==> src/hw/rtl/bb3_pkg.sv <==
`default_nettype none
package bb3_pkg;

  // line store geometry
  localparam int MAX_WIDTH = 2048;
  localparam int LINE_AW   = $clog2(MAX_WIDTH);
  localparam int WEFF_W    = LINE_AW + 1;

  // configuration registers
  localparam int DIM_W  = 12;
  localparam int CMP_W  = ((DIM_W > WEFF_W) ? DIM_W : WEFF_W) + 1;
  localparam int CFG_AW = 3;
  localparam int APB_DW = 32;
  localparam logic [DIM_W-1:0] WIDTH_RESET  = 12'd640;
  localparam logic [DIM_W-1:0] HEIGHT_RESET = 12'd480;
  localparam logic [0:0] REG_FRAME_WIDTH  = 1'b0;
  localparam logic [0:0] REG_FRAME_HEIGHT = 1'b1;

  // results and buffering
  localparam int MAX_RESULTS = 4;
  localparam int K_W         = $clog2(MAX_RESULTS + 1);
  localparam int FIFO_DEPTH  = 16;
  localparam int FIFO_AW     = $clog2(FIFO_DEPTH);
  localparam int CNT_W       = FIFO_AW + 1;

  // arithmetic
  localparam int SUM_W  = 12;
  localparam int MUL_W  = 16;
  localparam int PROD_W = SUM_W + MUL_W;
  localparam logic [MUL_W-1:0] DIV3_MUL = 16'd43691;
  localparam int DIV3_SH = 17;
  localparam logic [MUL_W-1:0] DIV9_MUL = 16'd58255;
  localparam int DIV9_SH = 19;

  typedef struct packed {
    logic [7:0] in_red;
    logic [7:0] in_green;
    logic [7:0] in_blue;
  } in_t;

  typedef struct packed {
    logic [7:0] out_red;
    logic [7:0] out_green;
    logic [7:0] out_blue;
    logic       run_last;
    logic       frame_done;
  } out_t;

  typedef struct packed {
    logic [7:0] blue;
    logic [7:0] green;
    logic [7:0] red;
  } pixel_t;

  // one line store entry: two rows above the current one
  typedef struct packed {
    pixel_t older;
    pixel_t newer;
  } line_t;

  // new window column, oldest row first
  typedef struct packed {
    pixel_t above2;
    pixel_t above1;
    pixel_t pix;
  } win_col_t;

  typedef struct packed {
    logic [WEFF_W-1:0] w_eff;
    logic [DIM_W-1:0]  h_eff;
    logic              restart;
  } cfg_t;

  // one result to compute from the window
  typedef struct packed {
    logic valid;
    logic dc_off;
    logic dr_off;
    logic top_ok;
    logic left_ok;
    logic last;
  } job_t;

  typedef struct packed {
    logic             valid;
    logic [SUM_W-1:0] red;
    logic [SUM_W-1:0] green;
    logic [SUM_W-1:0] blue;
    logic [3:0]       n;
    logic             last;
    logic             done;
  } sum_t;

  // (2*sum + n) / (2*n) == (sum + n/2) / n, by reciprocal for 3, 6 and 9
  function automatic logic [7:0] mean_div(input logic [SUM_W-1:0] sum,
                                          input logic [3:0] n);
    logic [SUM_W-1:0]  x;
    logic [PROD_W-1:0] prod;
    logic [7:0]        q;
    x    = sum + SUM_W'(n >> 1);
    prod = '0;
    q    = '0;
    case (n)
      4'd1: q = x[7:0];
      4'd2: q = x[8:1];
      4'd4: q = x[9:2];
      4'd3: begin
        prod = PROD_W'(x) * PROD_W'(DIV3_MUL);
        q    = prod[DIV3_SH +: 8];
      end
      4'd6: begin
        prod = PROD_W'(x >> 1) * PROD_W'(DIV3_MUL);
        q    = prod[DIV3_SH +: 8];
      end
      4'd9: begin
        prod = PROD_W'(x) * PROD_W'(DIV9_MUL);
        q    = prod[DIV9_SH +: 8];
      end
      default: q = '0;
    endcase
    return q;
  endfunction

endpackage
`default_nettype wire

==> src/hw/rtl/bb3_cfg.sv <==
`default_nettype none
module bb3_cfg (
  input  wire logic                          clk,
  input  wire logic                          rst,
  input  wire logic                          psel,
  input  wire logic                          penable,
  input  wire logic                          pwrite,
  input  wire logic [bb3_pkg::CFG_AW-1:0]    paddr,
  input  wire logic [bb3_pkg::APB_DW-1:0]    pwdata,
  output logic      [bb3_pkg::APB_DW-1:0]    prdata,
  output bb3_pkg::cfg_t                      cfg
);

  logic [bb3_pkg::DIM_W-1:0] frame_width;
  logic [bb3_pkg::DIM_W-1:0] frame_height;
  logic                      wr;
  logic [0:0]                idx;

  assign wr  = psel && penable && pwrite;
  assign idx = paddr[bb3_pkg::CFG_AW-1];

  always_ff @(posedge clk) begin
    if (rst) begin
      frame_width  <= bb3_pkg::WIDTH_RESET;
      frame_height <= bb3_pkg::HEIGHT_RESET;
    end else if (wr) begin
      unique case (idx)
        bb3_pkg::REG_FRAME_WIDTH:  frame_width  <= pwdata[bb3_pkg::DIM_W-1:0];
        bb3_pkg::REG_FRAME_HEIGHT: frame_height <= pwdata[bb3_pkg::DIM_W-1:0];
        default: ;
      endcase
    end
  end

  always_comb begin
    unique case (idx)
      bb3_pkg::REG_FRAME_WIDTH:  prdata = bb3_pkg::APB_DW'(frame_width);
      bb3_pkg::REG_FRAME_HEIGHT: prdata = bb3_pkg::APB_DW'(frame_height);
      default:                   prdata = '0;
    endcase
  end

  // zero width or height means one, width clamps at the line store depth
  always_comb begin
    if (frame_width == '0) begin
      cfg.w_eff = bb3_pkg::WEFF_W'(1);
    end else if (bb3_pkg::CMP_W'(frame_width) > bb3_pkg::CMP_W'(bb3_pkg::MAX_WIDTH)) begin
      cfg.w_eff = bb3_pkg::WEFF_W'(bb3_pkg::MAX_WIDTH);
    end else begin
      cfg.w_eff = bb3_pkg::WEFF_W'(frame_width);
    end
    cfg.h_eff   = (frame_height == '0) ? bb3_pkg::DIM_W'(1) : frame_height;
    cfg.restart = wr;
  end

endmodule
`default_nettype wire

==> config.mk <==
export PLATFORM = sky130hd
export DESIGN_NAME = bb3_cfg
export DESIGN_NICKNAME = d
export VERILOG_FILES = /design/src/hw/rtl/bb3_pkg.sv /design/src/hw/rtl/bb3_cfg.sv
export SDC_FILE = /design/constraint.sdc
export NUM_CORES = 1
export LEC_CHECK = 0
export BUFFER_PORTS_ARGS = -buffer_cell sky130_fd_sc_hd__buf_2
export CAP_MARGIN = 20
export CORE_ASPECT_RATIO = 1.2
export CORE_MARGIN = 5
export CORE_UTILIZATION = 42
export DETAILED_ROUTE_END_ITERATION = 7
export HOLD_SLACK_MARGIN = 0.08
export PLACE_DENSITY = 0.8
export SYNTH_ARGS = -nofsm -noshare
export SYNTH_HDL_FRONTEND = slang
export SYNTH_SLANG_ARGS = --single-unit
export TNS_END_PERCENT = 50
==> constraint.sdc <==
create_clock -name clk -period 0.99 [get_ports clk]
set_clock_uncertainty 0.05 [all_clocks]
set_input_delay 0.0495 -clock clk [delete_from_list [all_inputs] [get_ports clk]]
set_output_delay 0.0495 -clock clk [all_outputs]
set_load 0.02 [all_outputs]
[Yosys cells after proc, flatten, opt, wreduce, memory -nomap -nowiden]
Cells that the tools add are included.
Cells by class
  order comparisons: 1
  multiplexer cells: 4
  bitwise gates (word level): 1
  reduce and logical (&&, ||, !) cells: 6
Operators by type and width (count)
  32-bit one-hot mux with 2 select lines: 1
  12-bit 2-to-1 mux: 3
  12-bit logical NOT: 2
  12-bit > comparator, second input constant: 1
  2-bit AND reduction: 2
  1-bit logical AND: 2
  1-bit NOT: 1
Word-level totals
  flip-flop bits (word level): 24
  output and inout bits: 57

[Longest topological paths before layout]
  depth after elaboration: 3
  gate-level depth with buffers: 4
  gate-level depth less buffers: 2

[Worst setup path after synthesis]
No wires, ideal clock.
  path kind: reg2out
  start: register frame_width[11] in the netlist's numbering
  end: output port prdata[11] in the netlist's numbering
  data arrival time: 0.905 ns
  data required time: 0.890 ns
  slack: -0.015 ns
  stages on the path, launching flop included: 3
  path buffers: 0
  path through: dfxtp_1 inv_1 o21ai_0
On the way
  word-level cells in the longest chain between the ends: 1
Ends and longest elaborated chain
  from (decl): RTL line bb3_cfg.sv:14  | logic [bb3_pkg::DIM_W-1:0] frame_width;
  from (signal assigned): RTL line bb3_cfg.sv:24  | frame_width <= bb3_pkg::WIDTH_RESET;
  from (signal assigned): RTL line bb3_cfg.sv:28  | bb3_pkg::REG_FRAME_WIDTH: frame_width <= pwdata[bb3_pkg::DIM_W-1:0];
  32-bit one-hot mux with 2 select lines: RTL line bb3_cfg.sv:36  | unique case (idx)
  to (decl): RTL line bb3_cfg.sv:10  | output logic [bb3_pkg::APB_DW-1:0] prdata,
No other way between the ends. The select of a mux whose other input is x is not followed.

==> impl_metrics.ini <==
[run_status]
status = finished, violations left
violations = setup timing

[final_layout]
n_antenna_cell = 0
drive_gt1_share_pct = 57.1
layout_commonest_cell = buf_6
nets = 288
area_delta_synth_final_pct = 70.6
final_core_util_pct = 75.8
fillCellCount = 236
most-common-layout-cells = 49 x buf_6, 28 x nand2b_1, 24 x mux2i_1

[timing]
tightest_slew_ns = 0.551
worst_slack_ns = -0.370
timing.final.crit_share_pct = 137
fin_crit_ns = 1.36
finalHoldViolations = 0
fin_setup_tns_ns = -5.18
setup_viol_count_final = 28
relSlewSlack_pct = 63.3
rsz0062_at_grt = yes
finalMaxSlewViolations = 0
fmax_mhz = 735

[min_path]
hold_end = frame_width[0]
hp-class = input port to flop
hp-start = penable
min_path_cells = 3

[power_and_ir_drop]
leakage_uw = 0.00122
pwr_density_cell_nw_per_um2 = 951
p_int_uw = 1810
p_switching_uw = 634
p_total_uw = 2450
peakVddDrop_mv = 0.717
seqPwrFrac_pct = 41.2
switching_share_pct = 25.9
clock_power_share_pct = 35.1
combPwrFrac_pct = 23.7

[die]
boundaryPins = 97
start_util_pct = 44.4
die_w_microns = 64.7
core_sq_um = 3400
rows = 23
dieArea_sq_um = 4890
die_y_microns = 75.6

[logic_synthesis]
ys_seq_area_share_pct = 31.9
syn_avg_cell_area_sq_um = 8.92
ys_ff_latch = 24
yosysWarnings = 0
ys_types = 23
syn_inst = 169
syn_area_sq_um = 1510

[critical_path]
reg2reg_setup_slack_ns = 0.02
path_max_fanout = 2
reg2reg_to = frame_width[3]
end_kind = output port
path_class = flop to output port
reg2reg_depth = 5
critPathArrivalTime_ns = 1.26
r2r_start = frame_width[3]
start_kind = flop
cp.required_ns = 0.89

[routing]
drt-total-wl_microns = 4820
routed_via_density = 4.84
first_iter_violations = 45
drc = 0
post_drt_wl_per_cell_microns = 17.0
num_vias = 1374
first_pass_iters = 4
drtAntennaViolNets = 0

[global_routing]
grt_busiest_layer = met2
grt_util_met1_pct = 20.4
grt_pass1_wl_microns = 6930
grt_max_degree = 41
grt.total_usage_pct = 18.2
use_met2_pct = 35.9
antenna_found_initial = 0
grt_pass1_vias = 1426
use_met3_pct = 3.69
grt-ovfl-total = 0

[clocking]
cts_buffers = 3
cts_max_level = 1
cts_tree = built
cts_max_path_buffers = 2
ctsRootBufferMaster = clkbuf_8
cts_sinks = 24
clock_latency_ns = 0.26
path_clk_slew_ns = 0.08

[placed_design]
portBuffers = 54
dp_hpwl_microns = 2930
place_congestion = 0.825

[run]
drv_cap = 0
-- sequential cells by signal, indices dropped and copies added, names as in the netlist --
| name | flops |
|---|---|
| frame_width | 12 |
| frame_height | 12 |
-- worst max-delay path, cell delays in order (launching register included) --
cell	delay [ns]
dfxtp_2	0.34
nor4_4	0.28
a41o_1	0.25
buf_6	0.13
-- power groups by stage --
stage          Combinational [uW]  Clock (uW)  Sequential (uW)
3_5_place_dp                  418           0             1020
5_1_grt                       617         899             1010
3_3_place_gp                  414           0             1020
2_1_floorplan                 338           0             1020
4_1_cts                       531         858             1010
6_report                      580         858             1010
-- routing by layer --
layer	vias to the layer above	wire length (microns)	part of all wire [%]
met5	-	0	0
met2	58	2630	55
met4	0	75	1.6
met1	645	1800	37
li1	663	-	-
met3	8	312	6.5
-- worst max-delay path by stage --
stage | startpoint | end | depth (start not counted)
5_1_grt | frame_height[5] | cfg[1] | 3
4_1_cts | frame_width[4] | cfg[13] | 3
6_report | frame_width[4] | cfg[13] | 3
3_5_place_dp | frame_width[1] | cfg[13] | 3
2_1_floorplan | frame_width[1] | cfg[13] | 2
3_3_place_gp | frame_width[1] | cfg[13] | 3
-- kinds of logic after synthesis --
logic type	Yosys count	synth area share, %
AO/OA/AOI/OAI	3	1.58
multiplexers	35	24.1
AND/OR/NAND/NOR	63	24.9
flip-flops	24	31.9
buffers and inverters	43	17.3
other	1	0.249
-- layout make-up --
cell class / count / area, sq um / share of cell area [%]
Clock inverter: 1 / 30.0 / 1.17
Clock buffer: 3 / 41.3 / 1.61
Timing Repair Buffer: 97 / 940 / 36.5
Multi-Input combinational cell: 121 / 995 / 38.7
Inverter: 1 / 3.75 / 0.146
Tap cell: 37 / 46.3 / 1.80
Sequential cell: 24 / 517 / 20.1
-- per-stage QoR --
stage               std cells  hold slack [ns]  setup WS (ns)  area, sq um
detailed placement        260            0.286         -0.127         1850
floorplan                 188            0.155         0.0296         1580
global route              284            0.167         -0.420         2570
finish                    284            0.155         -0.370         2570
global placement          260            0.276         -0.106         1850
CTS                       280            0.138         -0.339         2360
-- synthesized netlist by cell type, drive strengths merged --
cell	number	area, sq um
nor2b	11	68.8
mux2	11	124
nor3	1	5.00
and4b	1	10.0
and4	1	8.76
nand2	1	3.75
dfxtp	24	480
o21ai	1	5.00
clkbuf	17	63.8
mux2i	24	240
nand4	1	12.5
a31o	1	8.76
inv	1	3.75
buf	25	193
a41o	1	10.0
nand2b	29	181
nor2	12	45.0
nand4b	1	8.76
and3	1	6.26
conb	1	3.75
nor4	4	25.0
-- timing repair --
action	4_1_cts	5_1_grt
pin swaps	5	1
endpoints found under the setup margin	29	34
buffers inserted	4	4
hold buffers	12	0
endpoints found under the hold margin	24	0
resized for setup	96	50
No activity file was read; power rests on OpenSTA's default activity.
