**src/hw/rtl/bb3_pkg.sv**
```systemverilog
`default_nettype none
package bb3_pkg;

  // line store geometry
  localparam int MAX_WIDTH = 2048;
  localparam int LINE_AW   = $clog2(MAX_WIDTH);
  localparam int WEFF_W    = LINE_AW + 1;

  // configuration registers
  localparam int DIM_W  = 12;
  localparam int CMP_W  = ((DIM_W > WEFF_W) ? DIM_W : WEFF_W) + 1;
  localparam int CFG_AW = 3;
  localparam int APB_DW = 32;
  localparam logic [DIM_W-1:0] WIDTH_RESET  = 12'd640;
  localparam logic [DIM_W-1:0] HEIGHT_RESET = 12'd480;
  localparam logic [0:0] REG_FRAME_WIDTH  = 1'b0;
  localparam logic [0:0] REG_FRAME_HEIGHT = 1'b1;

  // results and buffering
  localparam int MAX_RESULTS = 4;
  localparam int K_W         = $clog2(MAX_RESULTS + 1);
  localparam int FIFO_DEPTH  = 16;
  localparam int FIFO_AW     = $clog2(FIFO_DEPTH);
  localparam int CNT_W       = FIFO_AW + 1;

  // arithmetic
  localparam int SUM_W  = 12;
  localparam int MUL_W  = 16;
  localparam int PROD_W = SUM_W + MUL_W;
  localparam logic [MUL_W-1:0] DIV3_MUL = 16'd43691;
  localparam int DIV3_SH = 17;
  localparam logic [MUL_W-1:0] DIV9_MUL = 16'd58255;
  localparam int DIV9_SH = 19;

  typedef struct packed {
    logic [7:0] in_red;
    logic [7:0] in_green;
    logic [7:0] in_blue;
  } in_t;

  typedef struct packed {
    logic [7:0] out_red;
    logic [7:0] out_green;
    logic [7:0] out_blue;
    logic       run_last;
    logic       frame_done;
  } out_t;

  typedef struct packed {
    logic [7:0] blue;
    logic [7:0] green;
    logic [7:0] red;
  } pixel_t;

  // one line store entry: two rows above the current one
  typedef struct packed {
    pixel_t older;
    pixel_t newer;
  } line_t;

  // new window column, oldest row first
  typedef struct packed {
    pixel_t above2;
    pixel_t above1;
    pixel_t pix;
  } win_col_t;

  typedef struct packed {
    logic [WEFF_W-1:0] w_eff;
    logic [DIM_W-1:0]  h_eff;
    logic              restart;
  } cfg_t;

  // one result to compute from the window
  typedef struct packed {
    logic valid;
    logic dc_off;
    logic dr_off;
    logic top_ok;
    logic left_ok;
    logic last;
  } job_t;

  typedef struct packed {
    logic             valid;
    logic [SUM_W-1:0] red;
    logic [SUM_W-1:0] green;
    logic [SUM_W-1:0] blue;
    logic [3:0]       n;
    logic             last;
    logic             done;
  } sum_t;

  // (2*sum + n) / (2*n) == (sum + n/2) / n, by reciprocal for 3, 6 and 9
  function automatic logic [7:0] mean_div(input logic [SUM_W-1:0] sum,
                                          input logic [3:0] n);
    logic [SUM_W-1:0]  x;
    logic [PROD_W-1:0] prod;
    logic [7:0]        q;
    x    = sum + SUM_W'(n >> 1);
    prod = '0;
    q    = '0;
    case (n)
      4'd1: q = x[7:0];
      4'd2: q = x[8:1];
      4'd4: q = x[9:2];
      4'd3: begin
        prod = PROD_W'(x) * PROD_W'(DIV3_MUL);
        q    = prod[DIV3_SH +: 8];
      end
      4'd6: begin
        prod = PROD_W'(x >> 1) * PROD_W'(DIV3_MUL);
        q    = prod[DIV3_SH +: 8];
      end
      4'd9: begin
        prod = PROD_W'(x) * PROD_W'(DIV9_MUL);
        q    = prod[DIV9_SH +: 8];
      end
      default: q = '0;
    endcase
    return q;
  endfunction

endpackage
`default_nettype wire

```
**src/hw/rtl/bb3_out_fifo.sv**
```systemverilog
`default_nettype none
module bb3_out_fifo (
  input  wire logic          clk,
  input  wire logic          rst,
  input  wire bb3_pkg::sum_t sum,
  output logic               res_valid,
  input  wire logic          res_stall,
  output bb3_pkg::out_t      res
);

  bb3_pkg::out_t                fifo [bb3_pkg::FIFO_DEPTH];
  logic [bb3_pkg::FIFO_AW-1:0]  wr_ptr;
  logic [bb3_pkg::FIFO_AW-1:0]  rd_ptr;
  logic [bb3_pkg::CNT_W-1:0]    count;
  logic                         push;
  logic                         pop;
  bb3_pkg::out_t                entry;

  assign push = sum.valid;
  assign pop  = res_valid && !res_stall;

  always_comb begin
    entry.out_red    = bb3_pkg::mean_div(sum.red, sum.n);
    entry.out_green  = bb3_pkg::mean_div(sum.green, sum.n);
    entry.out_blue   = bb3_pkg::mean_div(sum.blue, sum.n);
    entry.run_last   = sum.last;
    entry.frame_done = sum.done;
  end

  always_ff @(posedge clk) begin
    if (push) begin
      fifo[wr_ptr] <= entry;
    end
  end

  always_ff @(posedge clk) begin
    if (rst) begin
      wr_ptr <= '0;
      rd_ptr <= '0;
      count  <= '0;
    end else begin
      if (push) begin
        wr_ptr <= wr_ptr + bb3_pkg::FIFO_AW'(1);
      end
      if (pop) begin
        rd_ptr <= rd_ptr + bb3_pkg::FIFO_AW'(1);
      end
      count <= count + bb3_pkg::CNT_W'(push) - bb3_pkg::CNT_W'(pop);
    end
  end

  assign res_valid = (count != '0);
  assign res       = fifo[rd_ptr];

endmodule
`default_nettype wire

```
**config.mk**
```make
export PLATFORM = sky130hd
export DESIGN_NAME = bb3_out_fifo
export DESIGN_NICKNAME = d
export VERILOG_FILES = /design/src/hw/rtl/bb3_pkg.sv /design/src/hw/rtl/bb3_out_fifo.sv
export SDC_FILE = /design/constraint.sdc
export NUM_CORES = 1
export LEC_CHECK = 0
export ABC_AREA = 1
export BUFFER_PORTS_ARGS = -buffer_cell sky130_fd_sc_hd__buf_2
export CAP_MARGIN = 40
export CELL_PAD_IN_SITES_DETAIL_PLACEMENT = 2
export CELL_PAD_IN_SITES_GLOBAL_PLACEMENT = 2
export CORE_MARGIN = 2
export CORE_UTILIZATION = 37
export CTS_CLUSTER_DIAMETER = 150
export DETAILED_ROUTE_END_ITERATION = 8
export GPL_TIMING_DRIVEN = 0
export PLACE_DENSITY_LB_ADDON = 0.2
export SLEW_MARGIN = 10
export SYNTH_ARGS = -nofsm -noshare
export SYNTH_HDL_FRONTEND = slang
export SYNTH_SLANG_ARGS = --single-unit
```
**constraint.sdc**
```tcl
create_clock -name clk -period 5.9 [get_ports clk]
set_input_delay 0.59 -clock clk [delete_from_list [all_inputs] [get_ports clk]]
set_output_delay 0.59 -clock clk [all_outputs]
set_load 0.01 [all_outputs]
```
# ---- Word-level counts from Yosys, hierarchy flattened
# Memory sizes are Yosys's and may differ from the RTL's. A register that Yosys moved wholly into a read port is not among the register bits.
# Cells that the tools add are included.
# W data, S select, Z words.
dict set report op_classes {
  n_reduce_logical 3
  eq_ne 6
  mul 9
  addsub 7
  mux 7
}
# cell n
set ops {}
lappend ops {{$pmux W8 S6} 3}
lappend ops {{$mul A12 B16 Y27 const B} 3}
lappend ops {{$mul A11 B16 Y25 const B} 3}
lappend ops {{$mul A12 B16 Y25 const B} 3}
lappend ops {{$add A12 B3 Y12} 3}
lappend ops {{$add A4 B1 Y4 const B} 2}
lappend ops {{$eq A4 B2 Y1 const B} 2}
lappend ops {{$eq A4 B3 Y1 const B} 2}
lappend ops {{$mux W4} 2}
lappend ops {{$add A5 B1 Y5} 1}
lappend ops {{$reduce_bool A5 Y1} 1}
lappend ops {{$sub A5 B1 Y5} 1}
lappend ops {{$eq A4 B1 Y1 const B} 1}
lappend ops {{$eq A4 B4 Y1 const B} 1}
lappend ops {{$mux W1} 2}
lappend ops {{$logic_and A1 B1 Y1} 1}
lappend ops {{$logic_not A1 Y1} 1}
dict set report totals {
  mem_count 1
  word_cells 36
  mem_bits_rw 416
  out_inout_bits 27
  inputBits 46
  ff_bits 13
}
# name words width rd rd_ports_with_merged_regs write_ports line
set mem_list {}
lappend mem_list {fifo 16 26 1 1 1 bb3_out_fifo.sv:11} ;# bb3_pkg::out_t fifo [bb3_pkg::FIFO_DEPTH];

# ---- Logic depth before layout (Yosys ltp)
dict set report depth {
  ltp_word 4
  depth_mapped 33
  depth_no_buf 33
}

# ---- Worst setup path after synthesis
# No wires, ideal clock.
dict set report synth_path {
  kind {input -> register}
  startpoint {input sum[3] (netlist bit)}
  endpoint {memory fifo[0][15] (netlist bit), data pin}
  setup_slack_ns -0.471
  setup_ns 0.378
  t_required_ns 5.522
  n_path_buf 0
  t_arrival_ns 5.993
  path_stages 27
  path_cell_list {ha_1 > fa_1 > nand2_2 > a21oi_4 > nand3_1 > or3_1 > xor2_1 > inv_1 > fa_1 > fa_1 > fa_1 > inv_1 > fa_1 > inv_1 > fa_1 > inv_1 > ha_1 > nand2_1 > inv_1 > nand2_1 > nand2_1 > nand2_1 > nand2_1 > a21oi_1 > nand3_1 > nand3_1 > nand4_1}
}
# element line
set synth_rtl {}
lappend synth_rtl {{start, declared} bb3_out_fifo.sv:5} ;# input wire bb3_pkg::sum_t sum,
lappend synth_rtl {{end, declared} bb3_out_fifo.sv:11}

==> impl_metrics.ini <==
[worst_setup_path]
max_stage_delay_ns = 0.55
reg2reg_from = count[3]
worstSetupPathDepth = 29
crit_buf_inv = 8
critPathTopFamily = adder cells
worst_setup_path_start_kind = primary input
cp.required_ns = 6.18
cp_max_fo = 8
crit_slowest_cell = fa_1
cp-startpoint = sum[3]
reg2reg_setup_slack_ns = 3.04
crit_type = in -> reg
ff2ff_path_depth = 16
arrival_ns = 6.65
crit_path_end_kind = flip-flop

[global_routing]
grt_first_pass_wirelength_um = 277000
grt_pass1_vias = 42800
grt_overflow_total = 0
grt_max_degree = 23
antenna_found_initial = 7
grt_usage_pct = 30.6

[yosys]
synth.most_common_cell = inv_1
ys.flop_type = edfxtp_1
syn_area_um2 = 43500
synthAdderAreaFrac_pct = 30.7
synth_edf_count = 416
synth_cell_type_count = 46
synth_xor_xnor_area_share_pct = 0.676
ys_seq_area_share_pct = 29.5
synth_top_cell_by_area = edfxtp_1
synth_top_area_share_pct = 28.7
async_flop_share_pct = 0
muxShareOfSynthArea_pct = 2.39
yosys-top-cells-count = 1,213 x inv_1, 1,176 x nand2_1, 506 x ha_1, 416 x edfxtp_1, 352 x fa_1
synth_simple_gate_area_share_pct = 18.2
synth_compound_area_share_pct = 6.90
ys_ff_latch = 433
syn_area_per_cell_um2 = 8.40
synth_top_family_by_area = adder cells
ys_warn_count = 0
synth_nets = 6084
synth_area_leaders = edfxtp_1 29%, fa_1 16%, ha_1 15%
synthCells = 5180

[route]
routed_wl_um = 189000
drc = 0
vias = 38200
ant_nets = 0
drtIter0Drc = 2727
first_pass_iters = 5
detail_route.wl_per_cell_um = 27.0
viasPerCell = 5.44

[timing]
slew_headroom_pct = 37.2
fin_crit_sh_pct = 108
hold_viol = 0
setup_violations = 336
rsz0062_at_grt = yes
fin_crit_ns = 6.37
tns_ns = -71.41
drv_slew = 0
setup_slack_ns = -0.469
finalClockSkew_ns = 0.0210
finalHoldWorstSlack_ns = 0.286
tightest_slew_ns = 0.942
fmax_ghz = 0.157

[cells_and_area]
drive_gt1_share_pct = 16.1
nFillCells = 12800
final_nets = 6360
fin_area_um2 = 52100
synthToLayoutAreaGrowth_pct = 19.7
final_core_util_pct = 44.8

[clock_network]
cts_max_level = 2
cts-buffers-inserted = 46
tritoncts = yes
clkLatencyLatePin_ns = 0.59
path_clk_slew_ns = 0.06
cts_root_buf = clkbuf_16
clkSinkCount = 433
clockBufferDepth = 3

[status]
violations = setup timing
status = finished, violations left

[die]
ios = 73
core-area_um2 = 116000
die_w_um = 347
die_h_um = 347
design.die.area_um2 = 120000
start_util_pct = 37.4
rows = 125

[place]
routabilityCongestion = 0.871
hpwl_um = 142000
portBuffers = 72
placed_area_um2 = 46900

[hold_path]
hold_path.class = in -> reg
worstHoldPathCells = 2
worst_hold_startpoint = rst

[run]
cap_viol_max_count = 0
==> sequential cells by signal, summed over array words and instances (netlist names), named ones only <==
signal  cells
fifo      416
count       5
rd_ptr      4
wr_ptr      4
==> area by class of cell <==
class	instances	area [um2]	share of cell area, %
Antenna cell	2	5.00	0.00961
Buffer	85	475	0.913
Clock buffer	60	1290	2.47
Clock inverter	24	184	0.353
Inverter	1219	4650	8.93
Multi-Input combinational cell	3452	28500	54.8
Sequential cell	433	12800	24.6
Tap cell	1524	1910	3.66
Timing Repair Buffer	219	2220	4.25
==> kinds of logic (layout without fill, tap and decap cells) <==
kind of cell	after synthesis	in the layout
buffers and inverters	1304	1607
other	0	2
AND/OR/NAND/NOR	1923	1932
flip-flops	433	433
AO/OA/AOI/OAI	527	527
adder cells (fa/ha/maj)	858	858
multiplexers	104	104
XOR/XNOR	31	31
==> worst paths after layout <==
check,end
hold / removal,count[1]
hold reg to reg,rd_ptr[2]
setup / recovery,fifo[3][13]
setup reg to reg,count[4]
==> routing by layer <==
metal / track usage (%) / wire (um) / part of all wire (%)
met5: 0 / 23 / 0.012
met4: 9.23 / 6800 / 3.6
met3: 2.69 / 9330 / 4.9
met2: 54.2 / 94300 / 50
met1: 39.6 / 79000 / 42
==> metrics by stage <==
stage | setup WS [ns] | std cells
floorplan | -0.195 | 5180
global placement | -2.51 | 6776
detailed placement | -2.51 | 6808
CTS | -0.230 | 6977
global route | -0.574 | 7017
finish | -0.469 | 7018
==> placed cells by master (no fill, tap or decap), drive strengths merged, types with 8 or more instances in the layout <==
cell type     n
o21bai       19
or2           8
nand3b       20
xor2         21
nor3         37
fa          352
nor2        349
o22ai        10
xnor2        10
ha          506
inv        1212
nand2      1187
nand4        65
dfxtp        17
o211ai      104
nand3       261
clkinv       22
mux2i       104
clkbuf      102
buf         262
a21oi       231
edfxtp      416
o21ai       152
==> timing repair <==
item	4_1_cts	5_1_grt
endpoints found under the setup margin	384	384
gates cloned	15	1
pin swaps	115	145
resized for setup	371	274
setup buffers	70	36
hold buffers	0	0
Power is not shown: default switching activity piles up to over one toggle a cycle in this logic, so the estimate is an artifact.
