**src/hw/rtl/bb3_pkg.sv**
```systemverilog
`default_nettype none
package bb3_pkg;

  // line store geometry
  localparam int MAX_WIDTH = 2048;
  localparam int LINE_AW   = $clog2(MAX_WIDTH);
  localparam int WEFF_W    = LINE_AW + 1;

  // configuration registers
  localparam int DIM_W  = 12;
  localparam int CMP_W  = ((DIM_W > WEFF_W) ? DIM_W : WEFF_W) + 1;
  localparam int CFG_AW = 3;
  localparam int APB_DW = 32;
  localparam logic [DIM_W-1:0] WIDTH_RESET  = 12'd640;
  localparam logic [DIM_W-1:0] HEIGHT_RESET = 12'd480;
  localparam logic [0:0] REG_FRAME_WIDTH  = 1'b0;
  localparam logic [0:0] REG_FRAME_HEIGHT = 1'b1;

  // results and buffering
  localparam int MAX_RESULTS = 4;
  localparam int K_W         = $clog2(MAX_RESULTS + 1);
  localparam int FIFO_DEPTH  = 16;
  localparam int FIFO_AW     = $clog2(FIFO_DEPTH);
  localparam int CNT_W       = FIFO_AW + 1;

  // arithmetic
  localparam int SUM_W  = 12;
  localparam int MUL_W  = 16;
  localparam int PROD_W = SUM_W + MUL_W;
  localparam logic [MUL_W-1:0] DIV3_MUL = 16'd43691;
  localparam int DIV3_SH = 17;
  localparam logic [MUL_W-1:0] DIV9_MUL = 16'd58255;
  localparam int DIV9_SH = 19;

  typedef struct packed {
    logic [7:0] in_red;
    logic [7:0] in_green;
    logic [7:0] in_blue;
  } in_t;

  typedef struct packed {
    logic [7:0] out_red;
    logic [7:0] out_green;
    logic [7:0] out_blue;
    logic       run_last;
    logic       frame_done;
  } out_t;

  typedef struct packed {
    logic [7:0] blue;
    logic [7:0] green;
    logic [7:0] red;
  } pixel_t;

  // one line store entry: two rows above the current one
  typedef struct packed {
    pixel_t older;
    pixel_t newer;
  } line_t;

  // new window column, oldest row first
  typedef struct packed {
    pixel_t above2;
    pixel_t above1;
    pixel_t pix;
  } win_col_t;

  typedef struct packed {
    logic [WEFF_W-1:0] w_eff;
    logic [DIM_W-1:0]  h_eff;
    logic              restart;
  } cfg_t;

  // one result to compute from the window
  typedef struct packed {
    logic valid;
    logic dc_off;
    logic dr_off;
    logic top_ok;
    logic left_ok;
    logic last;
  } job_t;

  typedef struct packed {
    logic             valid;
    logic [SUM_W-1:0] red;
    logic [SUM_W-1:0] green;
    logic [SUM_W-1:0] blue;
    logic [3:0]       n;
    logic             last;
    logic             done;
  } sum_t;

  // (2*sum + n) / (2*n) == (sum + n/2) / n, by reciprocal for 3, 6 and 9
  function automatic logic [7:0] mean_div(input logic [SUM_W-1:0] sum,
                                          input logic [3:0] n);
    logic [SUM_W-1:0]  x;
    logic [PROD_W-1:0] prod;
    logic [7:0]        q;
    x    = sum + SUM_W'(n >> 1);
    prod = '0;
    q    = '0;
    case (n)
      4'd1: q = x[7:0];
      4'd2: q = x[8:1];
      4'd4: q = x[9:2];
      4'd3: begin
        prod = PROD_W'(x) * PROD_W'(DIV3_MUL);
        q    = prod[DIV3_SH +: 8];
      end
      4'd6: begin
        prod = PROD_W'(x >> 1) * PROD_W'(DIV3_MUL);
        q    = prod[DIV3_SH +: 8];
      end
      4'd9: begin
        prod = PROD_W'(x) * PROD_W'(DIV9_MUL);
        q    = prod[DIV9_SH +: 8];
      end
      default: q = '0;
    endcase
    return q;
  endfunction

endpackage
`default_nettype wire

```
**src/hw/rtl/bb3_window.sv**
```systemverilog
`default_nettype none
module bb3_window (
  input  wire logic              clk,
  input  wire logic              rst,
  input  wire logic              shift,
  input  wire bb3_pkg::win_col_t column,
  input  wire bb3_pkg::job_t     job,
  output bb3_pkg::sum_t          sum
);

  // index row*3 + col, row 0 oldest, col 2 newest
  bb3_pkg::pixel_t win [9];

  logic [2:0]      rm;
  logic [2:0]      cm;
  logic [8:0][7:0] red_v;
  logic [8:0][7:0] green_v;
  logic [8:0][7:0] blue_v;

  function automatic logic [bb3_pkg::SUM_W-1:0] chan_sum(input logic [8:0][7:0] v,
                                                         input logic [2:0] rmask,
                                                         input logic [2:0] cmask);
    logic [bb3_pkg::SUM_W-1:0] row_sum [3];
    logic [bb3_pkg::SUM_W-1:0] total;
    for (int i = 0; i < 3; i++) begin
      row_sum[i] = (cmask[0] ? bb3_pkg::SUM_W'(v[i*3])   : '0)
                 + (cmask[1] ? bb3_pkg::SUM_W'(v[i*3+1]) : '0)
                 + (cmask[2] ? bb3_pkg::SUM_W'(v[i*3+2]) : '0);
    end
    total = (rmask[0] ? row_sum[0] : '0)
          + (rmask[1] ? row_sum[1] : '0)
          + (rmask[2] ? row_sum[2] : '0);
    return total;
  endfunction

  always_ff @(posedge clk) begin
    if (shift) begin
      for (int i = 0; i < 3; i++) begin
        win[i*3]   <= win[i*3+1];
        win[i*3+1] <= win[i*3+2];
      end
      win[2] <= column.above2;
      win[5] <= column.above1;
      win[8] <= column.pix;
    end
  end

  // newest row and column always count; the far side only where inside the frame
  always_comb begin
    rm[2] = 1'b1;
    rm[1] = job.dr_off ? 1'b1 : job.top_ok;
    rm[0] = job.dr_off ? job.top_ok : 1'b0;
    cm[2] = 1'b1;
    cm[1] = job.dc_off ? 1'b1 : job.left_ok;
    cm[0] = job.dc_off ? job.left_ok : 1'b0;
    for (int i = 0; i < 9; i++) begin
      red_v[i]   = win[i].red;
      green_v[i] = win[i].green;
      blue_v[i]  = win[i].blue;
    end
  end

  always_ff @(posedge clk) begin
    if (rst) begin
      sum.valid <= 1'b0;
    end else begin
      sum.valid <= job.valid;
    end
    sum.red   <= chan_sum(red_v, rm, cm);
    sum.green <= chan_sum(green_v, rm, cm);
    sum.blue  <= chan_sum(blue_v, rm, cm);
    sum.n     <= 4'({2'b00, 2'($countones(rm))} * {2'b00, 2'($countones(cm))});
    sum.last  <= job.last;
    sum.done  <= !job.dc_off && !job.dr_off;
  end

endmodule
`default_nettype wire

```
**config.mk**
```make
export PLATFORM = sky130hd
export DESIGN_NAME = bb3_window
export DESIGN_NICKNAME = d
export VERILOG_FILES = /design/src/hw/rtl/bb3_pkg.sv /design/src/hw/rtl/bb3_window.sv
export SDC_FILE = /design/constraint.sdc
export NUM_CORES = 1
export LEC_CHECK = 0
export BUFFER_PORTS_ARGS = -buffer_cell sky130_fd_sc_hd__buf_2
export CELL_PAD_IN_SITES_DETAIL_PLACEMENT = 0
export CELL_PAD_IN_SITES_GLOBAL_PLACEMENT = 2
export CORE_ASPECT_RATIO = 1.1
export CORE_MARGIN = 2
export CORE_UTILIZATION = 30
export DETAILED_ROUTE_END_ITERATION = 10
export PLACE_DENSITY = 0.71
export SLEW_MARGIN = 20
export SYNTH_ARGS = -nofsm -noshare
export SYNTH_HDL_FRONTEND = slang
export SYNTH_SLANG_ARGS = --single-unit
export TNS_END_PERCENT = 20
```
**constraint.sdc**
```tcl
create_clock -name clk -period 12.6 [get_ports clk]
set_clock_uncertainty 0.05 [all_clocks]
set_input_delay 1.26 -clock clk [delete_from_list [all_inputs] [get_ports clk]]
set_output_delay 1.26 -clock clk [all_outputs]
set_load 0.1 [all_outputs]
```
# ---- Yosys cells after proc, flatten, opt, wreduce, memory -nomap -nowiden
# Memory sizes are Yosys's and may differ from the RTL's.
# Index checks and enable logic that the tools add are counted.
dict set report word_totals {
  regBits 43
  mem_bits_rw 216
  inputBits 81
  output_inout_bits 43
  elab_cells 70
  mem_count 1
}
# name depth width rd rd_clocked_by_memory_dff write_ports line
set memory_table {}
lappend memory_table {win 9 24 9 0 9 bb3_window.sv:12} ;# bb3_pkg::pixel_t win [9];
dict set report op_classes {
  n_addsub 28
  n_mul 1
  n_mux 30
  reduce_logical 3
}
# op count
set ops {}
lappend ops {{$mux 8} 18}
lappend ops {{$add 9x8->10} 9}
lappend ops {{$add 8x8->9} 9}
lappend ops {{$mux 10} 6}
lappend ops {{$add 11x10->12} 3}
lappend ops {{$add 10x10->11} 3}
lappend ops {{$mux 1} 6}
lappend ops {{$add 1x1->2} 2}
lappend ops {{$add 2x1->2 const B} 2}
lappend ops {{$mul 2x2->4} 1}
lappend ops {{$logic_not 1->1} 2}
lappend ops {{$logic_and 1x1->1} 1}

# ---- Depth between registers and ports, before layout
# Gate-level depths: netlist of run 1.
dict set report depth {
  word_depth 7
  mapped_depth 24
  ltp_nobuf 22
}

# ---- Worst setup path after synthesis of run 1
# No wires, ideal clock.
dict set report synth_path {
  path_type {input-to-reg}
  startpoint {in job[1] in the netlist's numbering}
  endpoint {reg sum[41] in the netlist's numbering}
  setup_ns 0.072
  t_arrival_ns 6.141
  t_required_ns 12.478
  path_slack_ns 6.337
  path_stages 22
  n_path_buf 2
  path_cell_list {inv_1 > ha_1 > clkbuf_1 > clkbuf_1 > nand2b_1 > fa_1 > inv_1 > ha_1 > inv_1 > fa_1 > nor2b_1 > o21a_1 > o21ai_1 > a2111oi_0 > fa_1 > ha_1 > ha_1 > a21oi_1 > nand2_1 > or3_1 > o221ai_1 > xnor2_1}
}
dict set report synth_between {
  elab_chain_len 7
  word_cells_on_any_way 18
  cone_classes {8 x add/sub; 10 x mux}
}
# element line
set synth_lines {}
lappend synth_lines {{start: declaration} bb3_window.sv:7} ;# input wire bb3_pkg::job_t job,
lappend synth_lines {{$mux 1, on equally long branches} {bb3_window.sv:55, bb3_window.sv:54}}
lappend synth_lines {{$mux 8, on equally long branches} {bb3_window.sv:26, bb3_window.sv:27}}
lappend synth_lines {{$add 8x8->9} bb3_window.sv:27} ;# + (cmask[1] ? bb3_pkg::SUM_W'(v[i*3+1]) : '0)
lappend synth_lines {{$add 9x8->10} bb3_window.sv:28} ;# + (cmask[2] ? bb3_pkg::SUM_W'(v[i*3+2]) : '0);
lappend synth_lines {{$mux 10, on equally long branches} {bb3_window.sv:30, bb3_window.sv:31}}
lappend synth_lines {{$add 10x10->11} bb3_window.sv:31} ;# + (rmask[1] ? row_sum[1] : '0)
lappend synth_lines {{$add 11x10->12 *} bb3_window.sv:32} ;# + (rmask[2] ? row_sum[2] : '0);
lappend synth_lines {{end: declaration} bb3_window.sv:8} ;# output bb3_pkg::sum_t sum
# Mark *: on every way between the ends. The rest lies on a longest branch, timed or not.
# A chain may end at the register's enable or synchronous reset.

# ---- Worst setup path in the final report of run 1
dict set report layout_path {
  startpoint {in job[4] in the netlist's numbering}
  endpoint {reg sum[41] in the netlist's numbering}
}
# The elaborated chain is that of the path after synthesis.

==> impl_metrics.py, run 1 <==
metrics = {
    "routing": {
        "drt_iter0_drc": 340,
        "viasPerCell": 4.416,
        "drc": 0,
        "ant_nets": 0,
        "drt_wl_total_um": 31350,
        "wl_per_cell_um": 15.98,
        "dr.pass1.iters": 4,
        "num_vias": 8665,
    },
    "cts": {
        "cts_sinks": 259,
        "cts_setup_buffers": 0,
        "cts_resized": 0,
        "ctsHoldBuffers": 0,
        "root_buffer": "clkbuf_16",
        "cts_max_level": 2,
        "clk_path_buf_depth": 3,
        "clk_pin_slew_ns": 0.06,
        "cts_made_buffers": 35,
        "clkLatencyLatePin_ns": 0.54,
        "cts_tree": "built",
    },
    "die": {
        "die_h_um": 237.6,
        "initial_core_util_pct": 30.36,
        "fp.coreArea_sq_mm": 0.04903,
        "num_rows": 85,
        "top_level_ports": 124,
        "die_w_um": 216.4,
        "fp.dieArea_sq_mm": 0.05141,
    },
    "global_routing": {
        "grt_pass1_wl_um": 50690,
        "grt_max_degree": 82,
        "track_usage_pct": 12.63,
        "overflow": 0,
        "grt_pass1_vias": 9285,
        "antenna_found_initial": 1,
    },
    "synthesis": {
        "yosysTopAreaCell": "edfxtp_1",
        "synthSimpleGateAreaFrac_pct": 12.59,
        "synth.top_cell.area_share_pct": 43.58,
        "synth_nets": 1452,
        "ys_seq_elements": 259,
        "synthTopCellsByArea": "edfxtp_1 44%, fa_1 17%, ha_1 8.8%",
        "synth_cells": 1140,
        "synthXorXnorAreaFrac_pct": 2.472,
        "yosys_warnings": 0,
        "async_flop_share_pct": 0,
        "synth_mux_area_share_pct": 0,
        "seq_area_frac_synth_pct": 49.37,
        "synth_edf_count": 216,
        "synthFlopType": "edfxtp_1",
        "synth_top_family_by_area": "adder cells",
        "synth.distinct_cells": 50,
        "synth_compound_area_share_pct": 5.960,
        "synth-adder-area-share_pct": 25.78,
        "postSynthAreaPerCell_sq_um": 13.06,
        "syn_area_sq_mm": 0.01488,
    },
    "cells_and_area": {
        "areaGrowthSynthToFinish_pct": 17.16,
        "drive_gt1_share_pct": 14.74,
        "stdcell_count": 1962,
        "nets": 1595,
    },
    "sta": {
        "final.min_clock_period_ns": 6.979,
        "slew_headroom_pct": 29.10,
        "tns_ns": 0,
        "setup_violations": 0,
        "worst_pin_slew_ns": 1.063,
        "max_freq_mhz": 143.3,
        "timing.final.ws_setup_ns": 5.621,
        "slew_violations": 0,
        "period_share_pct": 55.39,
        "rsz0062_at_grt": "no",
        "hold_violations": 0,
    },
    "placement": {
        "globalplace.congestion": 0.7568,
        "hpwl_um": 22020,
        "dp_slack_ns": 4.946,
        "place_inst": 1898,
        "port_buffers": 123,
    },
    "worst_setup_path": {
        "path_class": "input port to flop",
        "crit_fanout": 41,
        "required_ns": 13.01,
        "cp-start-kind": "input port",
        "crit_arrival_ns": 7.39,
        "worstSetupEndpointType": "flop",
    },
    "power_and_ir_drop": {
        "peakVddDrop_mv": 0.2570,
        "p_per_area_mw_per_mm2": 209.0,
        "leakage_nw": 7.297,
    },
    "hold_path": {
        "hp-class": "flop to flop",
    },
    "run": {
        "maxCapViolCount": 0,
    },
    "status": {
        "status": "completed",
    },
}
layer usage:
metal	wire length, um	track usage, %	vias to the layer above
met2	14750	20.74	141
met1	14480	16.61	4289
li1	-	-	4196
met5	0	0	-
met4	701	4.338	0
met3	1414	2.598	39
registers in the layout, summed over array words and instances (netlist names):
register	cells
sum	43
win	216
power breakdown:
group          switching (mW)  internal, mW  leakage (nW)
Clock                   0.380         0.619         0.562
Combinational            1.03         0.519          4.26
Sequential             0.0422          1.06          2.47
Total                    1.45          2.20          7.30
layout by cell type (no fill, tap or decap), types with 37 or more instances in the layout:
master	n
and2_1	70
edfxtp_1	216
inv_1	129
buf_2	122
dfxtp_1	43
fa_1	126
ha_1	103
clkbuf_16	37
nor2b_1	84
nand2_1	38
critical path, cell delays in order:
cell and delay, ns:
buf_2 0.12, inv_1 0.05, ha_2 0.67, buf_4 0.58, nand2b_1 0.20, fa_1 0.41
inv_1 0.06, ha_1 0.17, inv_1 0.07, fa_1 0.43, nor2b_1 0.16, o21a_1 0.14
o21ai_1 0.11, a2111oi_0 0.79, fa_1 0.56, ha_1 0.29, ha_1 0.34, a21oi_1 0.20
nand2_1 0.09, or3_1 0.30, o221ai_1 0.19, xnor2_1 0.14
through the flow:
| stage | area (sq um) | util, % | hold WS (ns) | total power, mW |
|---|---|---|---|---|
| floorplan | 14880 | - | 0.3680 | 2.346 |
| global placement | 16290 | 33.22 | 0.3713 | 2.682 |
| detailed placement | 16290 | 33.22 | 0.3743 | 2.682 |
| CTS | 17430 | 35.56 | 0.3745 | 3.724 |
| global route | 17430 | 35.56 | 0.3891 | 3.898 |
| finish | 17440 | 35.56 | 0.3794 | 3.644 |
final timing paths:
kind                                   from           to  slack (ns)  depth (start not counted)
worst max-delay path                 job[4]      sum[41]        5.62                         22
worst min-delay path            win[0][178]  win[0][154]        0.38                          0
worst max register to register  win[0][121]      sum[41]        7.51                         18
worst min register to register  win[0][178]  win[0][154]        0.38                          0
area by class of cell:
cell class                 count  area, sq um
fill                        4797        31590
sequential                   259         7347
multi-input combinational    729         6970
clock buffer                  47        963.4
tap                          652        815.8
timing repair buffer         129        670.6
inverter                     129        484.2
clock inverter                16        182.7
antenna                        1        2.502
cell families after synthesis:
logic type | after synthesis
AOI/OAI and AO/OA | 125
xor gates and xnor gates | 42
adders and majority gates | 231
buffers and inverters | 152
DFF | 259
and+or+nand+nor | 331
synth_stat cells (4+ instances only):
cell and number:
nand3_1 19, or3_1 13, xnor2_1 36, or2_2 4, and3_1 6, a21oi_1 22
nand3b_1 5, clkbuf_1 23, fa_1 126, o311ai_0 4, o21a_1 12, inv_1 129
xor2_1 6, edfxtp_1 216, nor2_1 32, o41ai_2 4, nor3_1 15, ha_1 105
o21ai_0 25, nor2b_1 84, o211ai_1 4, a21o_1 9, dfxtp_1 43, nand2b_1 31
and2_1 70, nand2_1 38, nor4_1 7, a211oi_1 14
(Power assumes the default switching activity.)
==> inputs of run 2 (changes only) <==
==> constraint.sdc (replaced) <==
create_clock -name clk -period 7.2 [get_ports clk]
set_clock_uncertainty 0.05 [all_clocks]
set_input_delay 0.72 -clock clk [delete_from_list [all_inputs] [get_ports clk]]
set_output_delay 0.72 -clock clk [all_outputs]
set_load 0.1 [all_outputs]
==> impl_metrics.py, run 2 (synthesis results as in run 1) <==
metrics = {
    "run": {
        "maxCapViolCount": 0,
    },
    "cts": {
        "cts_tree": "built",
        "cts_made_buffers": 34,
        "cts_max_level": 2,
        "clk_path_buf_depth": 3,
        "root_buffer": "clkbuf_16",
        "cts_setup_buffers": 0,
        "cts_resized": 0,
        "clkLatencyLatePin_ns": 0.55,
        "ctsHoldBuffers": 0,
        "clk_pin_slew_ns": 0.05,
        "cts_sinks": 259,
    },
    "routing": {
        "dr.pass1.iters": 5,
        "num_vias": 8677,
        "viasPerCell": 4.411,
        "ant_nets": 0,
        "drt_iter0_drc": 402,
        "wl_per_cell_um": 15.81,
        "drt_wl_total_um": 31100,
        "drc": 0,
    },
    "die": {
        "initial_core_util_pct": 30.36,
        "die_w_um": 216.4,
        "fp.coreArea_sq_mm": 0.04903,
        "die_h_um": 237.6,
        "top_level_ports": 124,
        "fp.dieArea_sq_mm": 0.05141,
        "num_rows": 85,
    },
    "placement": {
        "port_buffers": 123,
        "globalplace.congestion": 0.7677,
        "dp_slack_ns": 0.8333,
        "hpwl_um": 22380,
        "place_inst": 1902,
    },
    "global_routing": {
        "grt_pass1_wl_um": 50550,
        "grt_pass1_vias": 9319,
        "grt_max_degree": 137,
        "antenna_found_initial": 2,
        "overflow": 0,
        "track_usage_pct": 12.61,
    },
    "power_and_ir_drop": {
        "fin_total_pwr_mw": 6.282,
        "p_per_area_mw_per_mm2": 360.0,
        "peakVddDrop_mv": 0.4720,
        "leakage_nw": 7.300,
    },
    "sta": {
        "worst_pin_slew_ns": 0.8841,
        "hold_violations": 0,
        "timing.final.ws_setup_ns": 1.494,
        "rsz0062_at_grt": "no",
        "slew_headroom_pct": 39.53,
        "tns_ns": 0,
        "final.min_clock_period_ns": 5.706,
        "max_freq_mhz": 175.2,
        "setup_violations": 0,
        "period_share_pct": 79.26,
        "hold_slack_ns": 0.2400,
        "slew_violations": 0,
    },
    "worst_setup_path": {
        "cp-start-kind": "input port",
        "cpMaxStageDelayCell": "a2111oi_0",
        "path_cells": "buf_2 -> ha_2 -> nand2_1 -> fa_1 -> inv_1 -> ha_1 -> inv_1 -> fa_1 -> nor2b_1 -> o21a_1 -> o21ai_1 -> a2111oi_0 -> fa_1 -> ha_1 -> ha_1 -> a21oi_1 -> nand2_1 -> or3_1 -> o221ai_1 -> xnor2_1",
        "crit_fanout": 37,
        "cp_num_buf_inv": 3,
        "worstSetupEndpointType": "flop",
        "critPathTopFamily": "adder cells",
        "path_class": "input port to flop",
        "critPathMaxStageDelay_ns": 0.80,
        "crit_arrival_ns": 6.12,
        "required_ns": 7.62,
    },
    "cells_and_area": {
        "largest_register_ffs": 216,
        "layout_commonest_cell": "edfxtp_1",
        "final_cell_mix": "216 x edfxtp_1, 129 x inv_1, 126 x fa_1",
        "fillers": 4808,
        "top_register": "win",
        "stdcell_count": 1967,
        "drive_gt1_share_pct": 15.30,
        "nets": 1600,
        "reg_top3": "win (216), sum (43)",
        "areaGrowthSynthToFinish_pct": 17.24,
    },
    "status": {
        "status": "completed",
    },
    "hold_path": {
        "hp-class": "input port to flop",
    },
}
[run 2: changes by cell type in the layout (fill, tap and decap cells not counted), moves of 3 or more]
cell,delta
clkbuf_1,-3
clkinvlp_4,+3
buf_4,+4
clkbuf_16,-3
bufinv_16,-3
clkbuf_8,+6
[run 2: final cells by class]
| class | count | area (sq um) | share of cell area (%) |
|---|---|---|---|
| flip-flops and latches | 259 | 7347 | 42.11 |
| clock buffers | 47 | 959.7 | 5.500 |
| inverters | 129 | 484.2 | 2.775 |
| clock inverters | 15 | 121.4 | 0.6955 |
| well taps | 652 | 815.8 | 4.675 |
| repair buffers | 135 | 748.2 | 4.288 |
| multi-input cells | 729 | 6970 | 39.95 |
| diodes | 1 | 2.502 | 0.01434 |
[run 2: worst paths after layout]
kind               start    endpoint  slack, ns  cells past startpoint
max reg2reg  win[0][105]     sum[29]       2.06                     17
max               job[4]     sum[41]       1.49                     20
min               job[0]      sum[1]       0.24                      1
min reg2reg  win[0][101]  win[0][77]       0.38                      0
[run 2: per-layer routing]
layer	GRT usage, %	wire length, um	vias to the layer above
met1	16.78	14680	4270
met5	0	13	-
met3	2.572	1250	53
met4	4.628	858	2
li1	-	-	4213
met2	20.34	14300	139
[run 2: through the flow]
step | instance area [sq um] | utilization, %
global placement | 16320 | 33.28
detailed placement | 16320 | 33.28
global route | 17450 | 35.59
CTS | 17400 | 35.49
finish | 17450 | 35.59
floorplan | 14880 | -
[run 2: power by group]
group / switching, mW / internal, mW
sequential: 0.0730 / 1.85
combinational: 1.81 / 0.912
clock: 0.665 / 0.972
[run 2: worst reg2reg max path, stage by stage, from the launching register on]
cell and delay [ns]:
edfxtp_1 0.38, nor2b_1 0.16, fa_1 0.51, ha_1 0.20, inv_1 0.08, fa_1 0.43
nor2b_1 0.16, o21a_1 0.17, o21ai_0 0.15, a2111oi_0 0.77, fa_1 0.55, ha_1 0.29
ha_1 0.37, a21oi_1 0.20, nand2_1 0.11, o31a_1 0.29, o41ai_2 0.06, xnor2_1 0.16
==> inputs of run 3 (changes only) <==
--- a/config.mk
+++ b/config.mk
@@ -5,6 +5,7 @@
 export SDC_FILE = /design/constraint.sdc
 export NUM_CORES = 1
 export LEC_CHECK = 0
+export ABC_AREA = 1
 export BUFFER_PORTS_ARGS = -buffer_cell sky130_fd_sc_hd__buf_2
 export CELL_PAD_IN_SITES_DETAIL_PLACEMENT = 0
 export CELL_PAD_IN_SITES_GLOBAL_PLACEMENT = 2
@@ -12,7 +13,7 @@
 export CORE_MARGIN = 2
 export CORE_UTILIZATION = 30
 export DETAILED_ROUTE_END_ITERATION = 10
-export PLACE_DENSITY = 0.71
+export PLACE_DENSITY = 0.75
 export SLEW_MARGIN = 20
 export SYNTH_ARGS = -nofsm -noshare
 export SYNTH_HDL_FRONTEND = slang
==> constraint.sdc (replaced) <==
create_clock -name clk -period 5.4 [get_ports clk]
set_clock_uncertainty 0.05 [all_clocks]
set_input_delay 0.54 -clock clk [delete_from_list [all_inputs] [get_ports clk]]
set_output_delay 0.54 -clock clk [all_outputs]
set_load 0.1 [all_outputs]
==> impl_metrics.py, run 3 <==
metrics = {
    "status": {
        "status": "completed",
    },
    "global_routing": {
        "grt_pass1_wl_um": 56150,
        "overflow": 0,
        "grt_max_degree": 127,
        "grt_pass1_vias": 10470,
        "antenna_found_initial": 2,
        "track_usage_pct": 13.12,
    },
    "routing": {
        "num_vias": 10090,
        "drt_iter0_drc": 449,
        "wl_per_cell_um": 14.41,
        "viasPerCell": 4.213,
        "dr.pass1.iters": 4,
        "drt_wl_total_um": 34510,
        "ant_nets": 0,
        "drc": 0,
    },
    "power_and_ir_drop": {
        "p_per_area_mw_per_mm2": 463.5,
        "peakVddDrop_mv": 0.5052,
        "leakage_nw": 9.033,
    },
    "cts": {
        "clk_pin_slew_ns": 0.06,
        "ctsHoldBuffers": 1,
        "cts_sinks": 259,
        "cts_tree": "built",
        "cts_resized": 0,
        "clk_path_buf_depth": 3,
        "cts_made_buffers": 31,
        "root_buffer": "clkbuf_16",
        "cts_setup_buffers": 0,
        "cts_max_level": 1,
        "clkLatencyLatePin_ns": 0.57,
    },
    "die": {
        "num_rows": 87,
        "die_h_um": 242.8,
        "initial_core_util_pct": 30.34,
        "fp.dieArea_sq_mm": 0.05370,
        "die_w_um": 221.1,
        "top_level_ports": 124,
        "fp.coreArea_sq_mm": 0.05127,
    },
    "cells_and_area": {
        "reg_top3": "win (216), sum (43)",
        "top_register": "win",
        "fin_util_pct": 35.34,
        "layout_commonest_cell": "inv_1",
        "areaGrowthSynthToFinish_pct": 16.48,
        "final_cell_mix": "361 x inv_1, 347 x nand2_1, 216 x edfxtp_1",
        "diodes": 0,
        "drive_gt1_share_pct": 11.99,
        "nets": 2016,
        "largest_register_ffs": 216,
    },
    "sta": {
        "tns_ns": 0,
        "period_share_pct": 83.61,
        "worst_pin_slew_ns": 1.051,
        "slew_violations": 0,
        "setup_violations": 0,
        "hold_violations": 0,
        "final.min_clock_period_ns": 4.515,
        "max_freq_mhz": 221.5,
        "slew_headroom_pct": 29.94,
        "timing.final.ws_setup_ns": 0.8850,
        "rsz0062_at_grt": "no",
    },
    "synthesis": {
        "synth.most_common_cell": "inv_1",
        "synthFlopType": "edfxtp_1",
        "yosysTopAreaCell": "edfxtp_1",
        "synth.distinct_cells": 23,
        "seq_area_frac_synth_pct": 47.23,
        "synth_edf_count": 216,
        "synth.top_cell.area_share_pct": 41.69,
        "synthTopCellsByArea": "edfxtp_1 42%, fa_1 16%, inv_1 8.7%",
        "postSynthAreaPerCell_sq_um": 10.04,
        "synth_cells": 1550,
        "async_flop_share_pct": 0,
        "yosys_warnings": 0,
        "ys_seq_elements": 259,
        "synth_nets": 1862,
        "syn_area_sq_mm": 0.01556,
        "ys_top_cells_by_count": "361 x inv_1, 347 x nand2_1, 216 x edfxtp_1, 131 x nor2_1, 126 x fa_1",
    },
    "hold_path": {
        "worstHoldPathCells": 2,
        "worst_hold_path.endpoint": "sum[42]",
        "worstHoldStart": "rst",
        "hp-class": "input port to flop",
    },
    "placement": {
        "globalplace.congestion": 0.7996,
        "port_buffers": 123,
        "hpwl_um": 26160,
        "dp_slack_ns": 0.2391,
    },
    "worst_setup_path": {
        "ff2ff_setup_slack_ns": 1.07,
        "rr_startpoint": "win[0][33]",
        "reg2reg_to": "sum[26]",
        "crit_fanout": 17,
        "rr_worst_depth": 21,
        "worstSetupEndpointType": "flop",
        "required_ns": 5.82,
        "cp-start-kind": "input port",
        "path_class": "input port to flop",
        "crit_arrival_ns": 4.93,
    },
    "run": {
        "maxCapViolCount": 0,
    },
}
==> run 3: cell types whose count changed after synthesis, moves of 18 or more <==
| cell | change |
|---|---|
| buf_2 | +20 |
| xnor2_1 | -33 |
| inv_1 | +232 |
| nand3_1 | +61 |
| and2_1 | -70 |
| nand2_1 | +309 |
| nor2_1 | +99 |
| a21oi_1 | +35 |
| nand4_1 | +18 |
| clkbuf_1 | -23 |
| nand2b_1 | -31 |
| nor2b_1 | -84 |
==> run 3: critical path, stage by stage <==
cell and delay [ns]:
buf_2 0.11, inv_1 0.05, ha_2 0.26, buf_12 0.19
buf_4 0.20, nor2_1 0.08, fa_1 0.54, inv_1 0.06
fa_1 0.35, inv_1 0.11, nand3_1 0.08, nand3_1 0.13
a21oi_1 0.07, o21ai_0 0.13, fa_1 0.47, fa_1 0.55
inv_1 0.04, ha_1 0.34, a21oi_1 0.24, nor2_1 0.07
nor2_1 0.13, nand2_1 0.06, nand2_1 0.05, nand2_1 0.05
==> run 3: worst max-delay path by stage <==
stage	start	endpoint	slack [ns]	cells past startpoint
after CTS	job[4]	sum[41]	0.87	22
after global placement	job[4]	sum[41]	0.28	22
after global routing	job[4]	sum[26]	0.51	24
final	job[4]	sum[26]	0.89	24
after floorplan	job[1]	sum[14]	0.72	26
after detailed placement	job[4]	sum[41]	0.24	22
==> run 3: final cells by class <==
| type | instances | area, sq um |
|---|---|---|
| Clock buffer | 33 | 783.3 |
| Tap cell | 667 | 834.6 |
| Clock inverter | 23 | 227.7 |
| Fill cell | 5201 | 33150 |
| Timing Repair Buffer | 142 | 820.8 |
| Inverter | 362 | 1359 |
| Multi-Input combinational cell | 908 | 6749 |
| Sequential cell | 259 | 7347 |
==> run 3: kinds of logic after synthesis <==
group	synth area share, %
simple gates	15.63
buf+inv	9.426
flops	47.23
fa+ha+maj	24.66
compound gates	2.381
xor+xnor	0.6756
==> run 3: per-layer routing <==
metal	global-route usage, %	share of wire [%]	up-vias
li1	-	-	5137
met1	17.47	47	4746
met2	22.11	47	156
met3	2.276	4.2	44
met4	3.375	2.0	2
met5	0	0.046	-
==> run 3: through the flow <==
step	instances	hold WS, ns	area, sq um	total power [mW]
floorplan	1550	0.3764	15560	5.528
global placement	2337	0.3785	17100	6.422
detailed placement	2337	0.3826	17100	6.416
CTS	2394	0.03540	18120	8.575
global route	2394	0.04668	18120	9.089
finish	2394	0.07777	18120	8.399
==> run 3: report_power, final <==
group          internal, mW  total, mW  switching (mW)
Clock                  1.20       2.08           0.882
Sequential             2.47       2.57           0.105
Combinational          1.09       3.75            2.66
